## config.mk

```make
export PLATFORM = sky130hd
export DESIGN_NAME = trimmed_mean_sample_filter
export DESIGN_NICKNAME = d
export VERILOG_FILES = /design/src/design/tmsf_pkg.sv /design/src/design/tmsf_front.sv /design/src/design/tmsf_queue.sv /design/src/design/tmsf_back.sv /design/src/design/trimmed_mean_sample_filter.sv
export VERILOG_INCLUDE_DIRS = /design/src /design/src/design
export SDC_FILE = /design/constraint.sdc
export NUM_CORES = 1
export LEC_CHECK = 0
export ABC_AREA = 1
export BUFFER_PORTS_ARGS = -buffer_cell sky130_fd_sc_hd__buf_2
export CELL_PAD_IN_SITES_DETAIL_PLACEMENT = 0
export CELL_PAD_IN_SITES_GLOBAL_PLACEMENT = 1
export CORE_MARGIN = 2
export CORE_UTILIZATION = 40
export CTS_BUF_LIST = sky130_fd_sc_hd__clkbuf_16
export DETAILED_ROUTE_END_ITERATION = 16
export HOLD_SLACK_MARGIN = 0.06
export PLACE_DENSITY = 0.75
export RECOVER_POWER = 25
export SLEW_MARGIN = 40
export SYNTH_ARGS = -nofsm -noshare
export SYNTH_HDL_FRONTEND = slang
export SYNTH_SLANG_ARGS = --single-unit
```

## constraint.sdc

```tcl
create_clock -name i_clk -period 7.2 [get_ports i_clk]
set_input_delay 0.72 -clock i_clk [delete_from_list [all_inputs] [get_ports i_clk]]
set_output_delay 0.72 -clock i_clk [all_outputs]
set_load 0.005 [all_outputs]
```

## src/design/trimmed_mean_sample_filter_defines.svh

```systemverilog
// -----------------------------------------------------------------------------
// Trimmed mean sample filter assertion macros
// Shared concurrent assertion helpers, removed from synthesis builds.
// -----------------------------------------------------------------------------
`ifndef TRIMMED_MEAN_SAMPLE_FILTER_DEFINES_SVH
`define TRIMMED_MEAN_SAMPLE_FILTER_DEFINES_SVH

`ifndef SYNTHESIS
`define TMSF_ASSERT(lbl, clk, rst_n, prop) \
    lbl: assert property (@(posedge clk) disable iff (!rst_n) prop) \
        else $error("tmsf assertion failed");
`define TMSF_NEVER(lbl, clk, rst_n, cond) \
    lbl: assert property (@(posedge clk) disable iff (!rst_n) !(cond)) \
        else $error("tmsf forbidden condition seen");
`else
`define TMSF_ASSERT(lbl, clk, rst_n, prop)
`define TMSF_NEVER(lbl, clk, rst_n, cond)
`endif

`endif

```

## src/design/tmsf_pkg.sv

```systemverilog
// -----------------------------------------------------------------------------
// Trimmed mean sample filter package
// Payload types and fixed constants shared by the filter modules.
// -----------------------------------------------------------------------------
package tmsf_pkg;

    localparam int SAMPLE_W    = 12;
    localparam int CFG_W       = 5;
    localparam int MIN_BATCH   = 4;
    localparam int BATCH_RESET = 4;

    typedef struct packed {
        logic [SAMPLE_W-1:0] sample;
        logic                sample_failed;
    } t_in;

    typedef struct packed {
        logic [SAMPLE_W-1:0] filtered_value;
        logic                error;
    } t_out;

endpackage

```

## src/design/tmsf_front.sv

```systemverilog
// -----------------------------------------------------------------------------
// Trimmed mean sample filter front end
// Accumulates sum, minimum and maximum of a batch and emits one job per batch.
// -----------------------------------------------------------------------------
module tmsf_front
    import tmsf_pkg::*;
#(
    parameter int MAX_BATCH = 16,
    parameter int SB        = 12,
    parameter int NW        = 5,
    parameter int SUMW      = 17
) (
    input  logic             i_clk,
    input  logic             i_rst_n,
    input  logic             i_cfg_wr_en,
    input  logic [CFG_W-1:0] i_cfg_wr_data,
    input  logic             i_accept,
    input  t_in              i_item,
    output logic             o_push,
    output logic [SUMW-1:0]  o_job_sum,
    output logic [NW-1:0]    o_job_div,
    output logic             o_job_err
);

    localparam int EW = (NW > CFG_W) ? NW : CFG_W;

    logic [CFG_W-1:0] r_bs;
    logic [NW-1:0]    r_cnt;
    logic [SUMW-1:0]  r_sum;
    logic [SB-1:0]    r_min;
    logic [SB-1:0]    r_max;

    logic [EW-1:0]   bs_ext;
    logic [NW-1:0]   n_eff;
    logic [SB-1:0]   s;
    logic [SUMW-1:0] n_sum;
    logic [SB-1:0]   n_min;
    logic [SB-1:0]   n_max;
    logic [NW-1:0]   n_cnt;
    logic            complete;

    always_comb begin
        bs_ext = EW'(r_bs);
        if (bs_ext < EW'(MIN_BATCH)) begin
            n_eff = NW'(MIN_BATCH);
        end else if (bs_ext > EW'(MAX_BATCH)) begin
            n_eff = NW'(MAX_BATCH);
        end else begin
            n_eff = NW'(bs_ext);
        end
        s        = i_item.sample[SB-1:0];
        n_sum    = r_sum + SUMW'(s);
        n_min    = (s < r_min) ? s : r_min;
        n_max    = (s > r_max) ? s : r_max;
        n_cnt    = r_cnt + NW'(1);
        complete = (n_cnt >= n_eff);
    end

    assign o_push    = i_accept && (i_item.sample_failed || complete);
    assign o_job_err = i_item.sample_failed;
    assign o_job_sum = n_sum - SUMW'(n_min) - SUMW'(n_max);
    assign o_job_div = n_eff - NW'(2);

    always_ff @(posedge i_clk) begin
        if (!i_rst_n) begin
            r_bs  <= CFG_W'(BATCH_RESET);
            r_cnt <= '0;
            r_sum <= '0;
            r_min <= '1;
            r_max <= '0;
        end else if (i_cfg_wr_en) begin
            r_bs  <= i_cfg_wr_data;
            r_cnt <= '0;
            r_sum <= '0;
            r_min <= '1;
            r_max <= '0;
        end else if (i_accept) begin
            if (i_item.sample_failed || complete) begin
                r_cnt <= '0;
                r_sum <= '0;
                r_min <= '1;
                r_max <= '0;
            end else begin
                r_cnt <= n_cnt;
                r_sum <= n_sum;
                r_min <= n_min;
                r_max <= n_max;
            end
        end
    end

endmodule

```

## src/design/tmsf_queue.sv

```systemverilog
// -----------------------------------------------------------------------------
// Trimmed mean sample filter job queue
// Small register FIFO that decouples the front end from the divider.
// -----------------------------------------------------------------------------
module tmsf_queue #(
    parameter int WIDTH = 8,
    parameter int DEPTH = 2
) (
    input  logic             i_clk,
    input  logic             i_rst_n,
    input  logic             i_push,
    input  logic [WIDTH-1:0] i_data,
    input  logic             i_pop,
    output logic [WIDTH-1:0] o_data,
    output logic             o_empty,
    output logic             o_full
);

    localparam int PW = (DEPTH > 1) ? $clog2(DEPTH) : 1;
    localparam int CW = $clog2(DEPTH + 1);

    logic [WIDTH-1:0] r_mem [DEPTH];
    logic [PW-1:0]    r_wr;
    logic [PW-1:0]    r_rd;
    logic [CW-1:0]    r_count;

    assign o_empty = (r_count == '0);
    assign o_full  = (r_count == CW'(DEPTH));
    assign o_data  = r_mem[r_rd];

    always_ff @(posedge i_clk) begin
        if (i_push) begin
            r_mem[r_wr] <= i_data;
        end
    end

    always_ff @(posedge i_clk) begin
        if (!i_rst_n) begin
            r_wr    <= '0;
            r_rd    <= '0;
            r_count <= '0;
        end else begin
            if (i_push) begin
                r_wr <= (r_wr == PW'(DEPTH - 1)) ? '0 : r_wr + PW'(1);
            end
            if (i_pop) begin
                r_rd <= (r_rd == PW'(DEPTH - 1)) ? '0 : r_rd + PW'(1);
            end
            if (i_push && !i_pop) begin
                r_count <= r_count + CW'(1);
            end else if (i_pop && !i_push) begin
                r_count <= r_count - CW'(1);
            end
        end
    end

endmodule

```

## src/design/tmsf_back.sv

```systemverilog
// -----------------------------------------------------------------------------
// Trimmed mean sample filter back end
// Restoring divider, one quotient bit per cycle, with a registered result.
// -----------------------------------------------------------------------------
module tmsf_back
    import tmsf_pkg::*;
#(
    parameter int NW   = 5,
    parameter int SUMW = 17
) (
    input  logic            i_clk,
    input  logic            i_rst_n,
    input  logic            i_empty,
    input  logic [SUMW-1:0] i_job_sum,
    input  logic [NW-1:0]   i_job_div,
    input  logic            i_job_err,
    output logic            o_pop,
    output logic            o_valid,
    input  logic            i_ready,
    output t_out            o_data
);

    localparam int CW = $clog2(SUMW);

    typedef enum logic [1:0] {
        S_IDLE,
        S_DIV,
        S_OUT
    } t_state;

    t_state          r_state;
    logic [SUMW-1:0] r_quo;
    logic [NW-1:0]   r_rem;
    logic [NW-1:0]   r_div;
    logic [CW-1:0]   r_cnt;
    logic            r_valid;
    t_out            r_data;

    logic [NW:0]              trial;
    logic                     ge;
    logic [NW-1:0]            n_rem;
    logic [SUMW-1:0]          n_quo;
    logic [SUMW+SAMPLE_W-1:0] quo_ext;

    always_comb begin
        trial   = {r_rem, r_quo[SUMW-1]};
        ge      = (trial >= {1'b0, r_div});
        n_rem   = ge ? NW'(trial - {1'b0, r_div}) : NW'(trial);
        n_quo   = {r_quo[SUMW-2:0], ge};
        quo_ext = {{SAMPLE_W{1'b0}}, n_quo};
    end

    assign o_pop   = (r_state == S_IDLE) && !i_empty;
    assign o_valid = r_valid;
    assign o_data  = r_data;

    always_ff @(posedge i_clk) begin
        if (!i_rst_n) begin
            r_state <= S_IDLE;
            r_valid <= 1'b0;
        end else begin
            case (r_state)
                S_IDLE: begin
                    if (!i_empty) begin
                        if (i_job_err) begin
                            r_data.filtered_value <= '0;
                            r_data.error          <= 1'b1;
                            r_valid               <= 1'b1;
                            r_state               <= S_OUT;
                        end else begin
                            r_quo   <= i_job_sum;
                            r_rem   <= '0;
                            r_div   <= i_job_div;
                            r_cnt   <= CW'(SUMW - 1);
                            r_state <= S_DIV;
                        end
                    end
                end
                S_DIV: begin
                    r_quo <= n_quo;
                    r_rem <= n_rem;
                    r_cnt <= r_cnt - CW'(1);
                    if (r_cnt == '0) begin
                        r_data.filtered_value <= quo_ext[SAMPLE_W-1:0];
                        r_data.error          <= 1'b0;
                        r_valid               <= 1'b1;
                        r_state               <= S_OUT;
                    end
                end
                S_OUT: begin
                    if (i_ready) begin
                        r_valid <= 1'b0;
                        r_state <= S_IDLE;
                    end
                end
                default: begin
                    r_valid <= 1'b0;
                    r_state <= S_IDLE;
                end
            endcase
        end
    end

endmodule

```

## src/design/trimmed_mean_sample_filter.sv

```systemverilog
// -----------------------------------------------------------------------------
// Trimmed mean sample filter
// Averages a batch of samples after dropping one minimum and one maximum.
//
// Channel  Direction  Handshake                  Payload
// in       input      i_in_valid / o_in_ready    i_in_data (t_in)
// out      output     o_out_valid / i_out_ready  o_out_data (t_out)
// cfg      input      i_cfg_wr_en                i_cfg_wr_data (batch size)
//
// The front end takes one sample per cycle while the two-entry job queue has room.
// A full batch or a failed conversion queues one job; the divider works on one job
// at a time and pops the next one only after the output transaction completes.
// Error jobs skip the divider and go straight into the output register.
// Reset is synchronous and active low; a stalled output holds the divider, and
// the queue lets the front end keep collecting the next batch meanwhile.
// -----------------------------------------------------------------------------
`include "trimmed_mean_sample_filter_defines.svh"

module trimmed_mean_sample_filter
    import tmsf_pkg::*;
#(
    parameter int MAX_BATCH   = 16,
    parameter int SAMPLE_BITS = 12
) (
    input  logic             i_clk,
    input  logic             i_rst_n,
    input  logic             i_cfg_wr_en,
    input  logic [CFG_W-1:0] i_cfg_wr_data,
    input  logic             i_in_valid,
    output logic             o_in_ready,
    input  t_in              i_in_data,
    output logic             o_out_valid,
    input  logic             i_out_ready,
    output t_out             o_out_data
);

    localparam int SB   = (SAMPLE_BITS < SAMPLE_W) ? SAMPLE_BITS : SAMPLE_W;
    localparam int NW   = $clog2(MAX_BATCH + 1);
    localparam int SUMW = SB + NW;
    localparam int JW   = SUMW + NW + 1;

    logic            accept;
    logic            push;
    logic [SUMW-1:0] f_sum;
    logic [NW-1:0]   f_div;
    logic            f_err;
    logic [JW-1:0]   q_data;
    logic            q_empty;
    logic            q_full;
    logic            pop;

    assign o_in_ready = !q_full;
    assign accept     = i_in_valid && o_in_ready;

    tmsf_front #(
        .MAX_BATCH (MAX_BATCH),
        .SB        (SB),
        .NW        (NW),
        .SUMW      (SUMW)
    ) u_front (
        .i_clk         (i_clk),
        .i_rst_n       (i_rst_n),
        .i_cfg_wr_en   (i_cfg_wr_en),
        .i_cfg_wr_data (i_cfg_wr_data),
        .i_accept      (accept),
        .i_item        (i_in_data),
        .o_push        (push),
        .o_job_sum     (f_sum),
        .o_job_div     (f_div),
        .o_job_err     (f_err)
    );

    tmsf_queue #(
        .WIDTH (JW),
        .DEPTH (2)
    ) u_queue (
        .i_clk   (i_clk),
        .i_rst_n (i_rst_n),
        .i_push  (push),
        .i_data  ({f_err, f_div, f_sum}),
        .i_pop   (pop),
        .o_data  (q_data),
        .o_empty (q_empty),
        .o_full  (q_full)
    );

    tmsf_back #(
        .NW   (NW),
        .SUMW (SUMW)
    ) u_back (
        .i_clk     (i_clk),
        .i_rst_n   (i_rst_n),
        .i_empty   (q_empty),
        .i_job_sum (q_data[SUMW-1:0]),
        .i_job_div (q_data[SUMW+NW-1:SUMW]),
        .i_job_err (q_data[JW-1]),
        .o_pop     (pop),
        .o_valid   (o_out_valid),
        .i_ready   (i_out_ready),
        .o_data    (o_out_data)
    );

    `TMSF_ASSERT(a_err_zero, i_clk, i_rst_n, (o_out_valid && o_out_data.error) |-> (o_out_data.filtered_value == '0))
    `TMSF_ASSERT(a_one_shot, i_clk, i_rst_n, (o_out_valid && i_out_ready) |=> !o_out_valid)
    `TMSF_NEVER(a_no_overflow, i_clk, i_rst_n, push && q_full && !pop)

endmodule
```

; ---- Yosys cells after proc, flatten, opt, wreduce, memory -nomap -nowiden
; Memory sizes are Yosys's and may differ from the RTL's. A register that Yosys moved wholly into a read port is not among the register bits.
; Cells that the tools add are included.
[word_totals]
regBits = 103
mem_bits_ro = 0
inputBits = 23
n_memories = 1
latch_bits = 0
word_cells = 106
ram_bits = 46
output_inout_bits = 15
[memory_table]
columns = name, depth, width, read_ports, rd_ports_with_merged_regs, wr, line_no
row1 = u_queue.r_mem, 2, 23, 1, 1, 1, tmsf_queue.sv:22  ; logic [WIDTH-1:0] r_mem [DEPTH];
[op_classes]
n_reduce_logical = 21
div_mod_pow = 0
n_bitwise = 3
multipliers = 0
magnitude_cmp = 6
n_mux = 40
n_eq_ne = 8
n_shift = 0
addsub = 11
[op_table]
columns = op, n
row1 = $mux 17, 3
row2 = $mux 12, 4
row3 = $mux 5, 8
row4 = $mux 13, 3
row5 = $pmux 17 s2, 1
row6 = $sub 17x12->17, 2
row7 = $pmux 13 s2, 1
row8 = $pmux 5 s2, 2
row9 = $add 17x12->17, 1
row10 = $gt 12x12->1, 1
row11 = $lt 12x12->1, 1
row12 = $mux 2, 6
row13 = $reduce_and 4->1, 3
row14 = $mux 1, 10
row15 = $ne 2x2->1 const B, 4
row16 = $ge 6x5->1, 1
row17 = $pmux 2 s3, 1
row18 = $add 5x1->5 const B, 1
row19 = $ge 5x5->1, 1
row20 = $gt 5x5->1 const B, 1
row21 = $logic_and 1x1->1, 5
row22 = $logic_not 5->1, 1
row23 = $lt 5x3->1 const B, 1
row24 = $reduce_and 5->1, 1
row25 = other kinds (17), 26

; ---- Depth between registers and ports, before layout
[logic_depth]
ltp_word = 10
mapped_depth = 22

; ---- Cells and area by module
; A second synthesis with hierarchy kept.
[hier_totals]
cells_unflattened = 1022
area_unflattened_um2 = 8803.4
[by_module_without_submodules]
columns = module, cells_each, area_per_inst_um2, n_inst
row1 = tmsf_front, 700, 4659.5, 1
row2 = tmsf_back, 213, 2239.6, 1
row3 = tmsf_queue, 106, 1890.6, 1
row4 = trimmed_mean_sample_filter, 3, 13.8, 1

; ---- Least setup slack after synthesis
; OpenSTA, ideal clock, no wires.
[synth_timing]
kind = input-to-reg
from = in i_in_data[6] in the netlist's numbering
to = mem u_queue.r_mem[0][9] in the netlist's numbering (data pin)
n_path_buf = 1
path_slack_ns = 3.421
path_stages = 17
setup_ns = 0.264
arrival_time_ns = 3.515
cell_sequence = ha_1 a21oi_1 o21ai_1 nor3b_1 nor2_2 nand2_1 buf_2 nand2_1 nand2_1 fa_1 ha_1 a21oi_1 nand2_1 a21boi_0 o21ai_0 a21oi_1 xnor2_1
[synth_between]
elab_chain_len = 4
elab_cells_between_ends = 7
classes_between = add/sub (3) / order compare (2) / mux (2)
[synth_lines]
columns = item, line_no
row1 = "start, declared", trimmed_mean_sample_filter.sv:31  ; input t_in i_in_data,
row2 = $lt 12x12->1, tmsf_front.sv:53  ; n_min = (s < r_min) ? s : r_min;
row3 = $mux 12, tmsf_front.sv:53
row4 = $sub 17x12->17, tmsf_front.sv:61  ; assign o_job_sum = n_sum - SUMW'(n_min) - SUMW'(n_max);
row5 = $sub 17x12->17 *, tmsf_front.sv:61
row6 = named net f_sum[9], trimmed_mean_sample_filter.sv:44  ; logic [SUMW-1:0] f_sum;
row7 = "end, declared", tmsf_queue.sv:22
; The timed path passes the listed nets; every way through them passes the cells marked *.

; ---- Worst setup path in the final report
[layout_timing]
from = in i_in_data[10] in the netlist's numbering
to = mem u_queue.r_mem[1][9] in the netlist's numbering (data pin)
; Same word-level chain as after synthesis.

==> impl_metrics.py <==
metrics = {
    "status": {
        "status": "finished clean",
    },
    "worst_setup_path": {
        "crit_arrival_ns": 4.54,
        "end_kind": "flop",
        "crit_end": "u_queue.r_mem[1][9]",
        "r2r_end": "u_queue.r_mem[1][9]",
        "critical_path_required_ns": 7.37,
        "critPathKind": "input pin to flop",
        "worstPathMaxFanout": 13,
        "r2r_start": "u_front.r_max[9]",
        "start_kind": "input pin",
        "r2r_setup_slack_ns": 2.89,
        "reg2regPathDepth": 16,
        "setup.worst_path.start": "i_in_data[10]",
    },
    "timing": {
        "setup_slack_ns": 2.83,
        "timing.fmax_mhz": 229,
        "worst_slew_pin_slew_ns": 1.04,
        "max_slew_margin_pct": 30.5,
        "finalCriticalPeriod_ns": 4.37,
        "hold_viol": 0,
        "setup_viol": 0,
        "grt_setup_unrepaired": "no",
        "setup_tns_ns": 0,
        "slew_violations": 0,
        "finalClockSkew_ns": 0.0128,
        "fin_crit_sh_pct": 60.7,
    },
    "synthesis": {
        "synth_seq_cells": 150,
        "syn_avg_cell_area_um2": 8.46,
        "ys_types": 39,
        "synth_ff_type": "edfxtp_1",
        "synth_warnings": 0,
        "synth_cells": 1019,
        "synth-seq-area-share_pct": 45.4,
        "synth_edf_count": 91,
        "async_flop_share_pct": 0,
        "synth_top_area_share_pct": 31.7,
        "netlist_area_um2": 8620,
        "synth.area.top_cells": "edfxtp_1 32%, dfxtp_1 14%, nand2_1 10%, ha_1 9.0%, a21oi_1 5.9%",
        "synth_top_area_cell": "edfxtp_1",
    },
    "cts": {
        "cts_resized": 0,
        "h-tree-depth": 4,
        "cts_setup_buffers": 0,
        "clk_latency_ns": 0.43,
        "cts_hold_buffers": 0,
        "clock_path_buffers": 2,
        "cts_tree": "done",
        "clock-sinks": 150,
        "clkSlewWorstSetupHoldPaths_ns": 0.07,
        "ctsRootBufferMaster": "clkbuf_16",
        "cts_buffers": 17,
    },
    "routing": {
        "via_per_inst": 4.93,
        "drt-wirelength-per-cell_um": 14.4,
        "drcViolationCount": 0,
        "drtPass1Iterations": 5,
        "vias": 6610,
        "drt.antenna.violating_nets": 0,
        "wirelength_um": 19300,
        "drt_iter0_drc": 443,
    },
    "floorplanning": {
        "die_h_um": 151,
        "row_count": 53,
        "die_w_um": 151,
        "core_um2": 21100,
        "boundaryPins": 38,
        "initial_core_util_pct": 40.9,
        "die-area_um2": 22700,
    },
    "final_layout": {
        "fin_area_um2": 9650,
        "final_cell_mix": "233 x nand2_1, 124 x inv_1, 101 x a21oi_1",
        "final_common_cell": "nand2_1",
        "syn_to_final_growth_pct": 12.0,
        "finalNonFillerCells": 1341,
        "drive_gt1_share_pct": 9.01,
        "num_antenna_cells": 0,
        "nets": 1152,
    },
    "power": {
        "p_comb_share_pct": 31.3,
        "power_switching_mw": 1.08,
        "irDropWorstVdd_mv": 0.198,
        "switching_share_pct": 34.7,
        "p_leak_nw": 4.24,
        "internal_power_mw": 2.02,
        "p_seq_share_pct": 40.5,
        "clkPwrFrac_pct": 28.2,
        "powerDensity_nw_per_um2": 321,
    },
    "placed_design": {
        "gp_congestion": 0.836,
        "placed_cell_area_um2": 9100,
        "place_ws_ns": 2.39,
        "portBuffers": 37,
        "dp_hpwl_um": 14300,
        "post-place-cells": 1309,
    },
    "global_route": {
        "grt_overflow": 0,
        "grt_pass1_wl_um": 32300,
        "grt_pass1_vias": 6370,
        "grt_max_degree": 61,
        "antenna_found_initial": 0,
        "grt.total_usage_pct": 18.3,
    },
    "hold_path": {
        "holdCritPathClass": "flop to flop",
    },
    "run": {
        "cap_violations": 0,
    },
}
## cell type report
class	instances	area, um2
fillers	2089	11400
multi-input cells	713	4120
flip-flops and latches	150	3910
inverters	127	478
clock buffers	19	475
well taps	275	344
repair buffers	44	223
clock inverters	13	103
## logic make-up (layout without fill, tap and decap cells)
| kind of cell | after synthesis | after routing | share of synthesized area, % |
|---|---|---|---|
| xor gates and xnor gates | 30 | 30 | 3.05 |
| DFF | 150 | 150 | 45.4 |
| buffers and inverters | 157 | 203 | 7.11 |
| AOI/OAI and AO/OA | 175 | 175 | 10.7 |
| and+or+nand+nor | 430 | 430 | 21.5 |
| adders and majority gates | 76 | 76 | 12.2 |
| other | 1 | 2 | 0.0435 |
## worst min-delay path by stage
stage	slack, ns	start	depth (start not counted)	to
floorplan	0.43	u_queue.r_rd	1	flop
global route	0.47	u_queue.r_rd	1	u_queue.r_rd
finish	0.46	u_queue.r_rd	1	u_queue.r_rd
CTS	0.46	u_queue.r_rd	1	u_queue.r_rd
global placement	0.44	u_queue.r_rd	1	u_queue.r_rd
detailed placement	0.44	u_queue.r_rd	1	flop
## registers in the layout (all words and copies together) (netlist names), named ones only
signal / flops
u_front.r_cnt: 5
u_back.o_valid: 1
u_queue.r_rd: 1
u_front.r_max: 12
u_back.o_data: 13
u_queue.r_mem: 46
u_back.r_state: 2
u_front.r_min: 12
u_front.r_sum: 17
u_back.r_quo: 17
u_back.r_cnt: 5
u_back.r_div: 5
u_back.r_rem: 5
u_queue.r_wr: 1
u_front.bs_ext: 5
u_queue.r_count: 2
## cell usage after synthesis, types with 2 or more instances
cell type and n:
a21oi_2 2, nand3_2 3, clkbuf_1 18, nand2_2 11, or2_2 2, o21ai_1 11
dfxtp_1 59, nor2_2 4, o22ai_1 12, buf_2 9, buf_4 3, nand2_1 234
ha_1 62, nand3_1 71, a21oi_1 102, a211oi_1 2, fa_1 14, inv_2 4
xor2_1 19, and2_1 2, nand4_1 9, xnor2_1 11, nor2_1 74, nor2_4 2
o21ai_0 42, inv_1 121, edfxtp_1 91, o21a_1 2, nor3_1 13
## power by group through the flow
| stage | sequential (mW) | combinational [mW] | clock, mW |
|---|---|---|---|
| floorplan | 1.25 | 0.727 | 0 |
| global placement | 1.27 | 0.965 | 0 |
| detailed placement | 1.27 | 0.976 | 0 |
| CTS | 1.26 | 0.982 | 0.886 |
| global route | 1.28 | 1.12 | 0.923 |
| finish | 1.26 | 0.969 | 0.874 |
## through the flow
step / utilization (%) / hold WS, ns / total power [mW]
after global placement: 43.0 / 0.435 / 2.24
after global routing: 45.8 / 0.474 / 3.32
final: 45.8 / 0.460 / 3.10
after CTS: 45.9 / 0.460 / 3.13
after detailed placement: 43.1 / 0.445 / 2.25
after floorplan: - / 0.426 / 1.98
## worst max-delay path, cell delays in order
cell	delay (ns)
buf_2	0.13
ha_1	0.31
a21oi_1	0.15
nor2_1	0.05
nor3_1	0.17
nand3_1	0.42
nand2_1	0.50
nand2_1	0.13
nand2_1	0.16
fa_1	0.44
ha_1	0.36
a21oi_1	0.22
a21boi_0	0.29
o21ai_0	0.19
a21oi_1	0.19
xnor2_1	0.09
## routing by layer
metal	global-route usage (%)	vias to the layer above	share of wire, %
met1	25.4	3028	51
met4	4.86	0	1.0
li1	-	3461	-
met2	29.6	106	45
met3	3.19	15	3.1
met5	0	-	0
No activity file was read; power rests on OpenSTA's default activity.
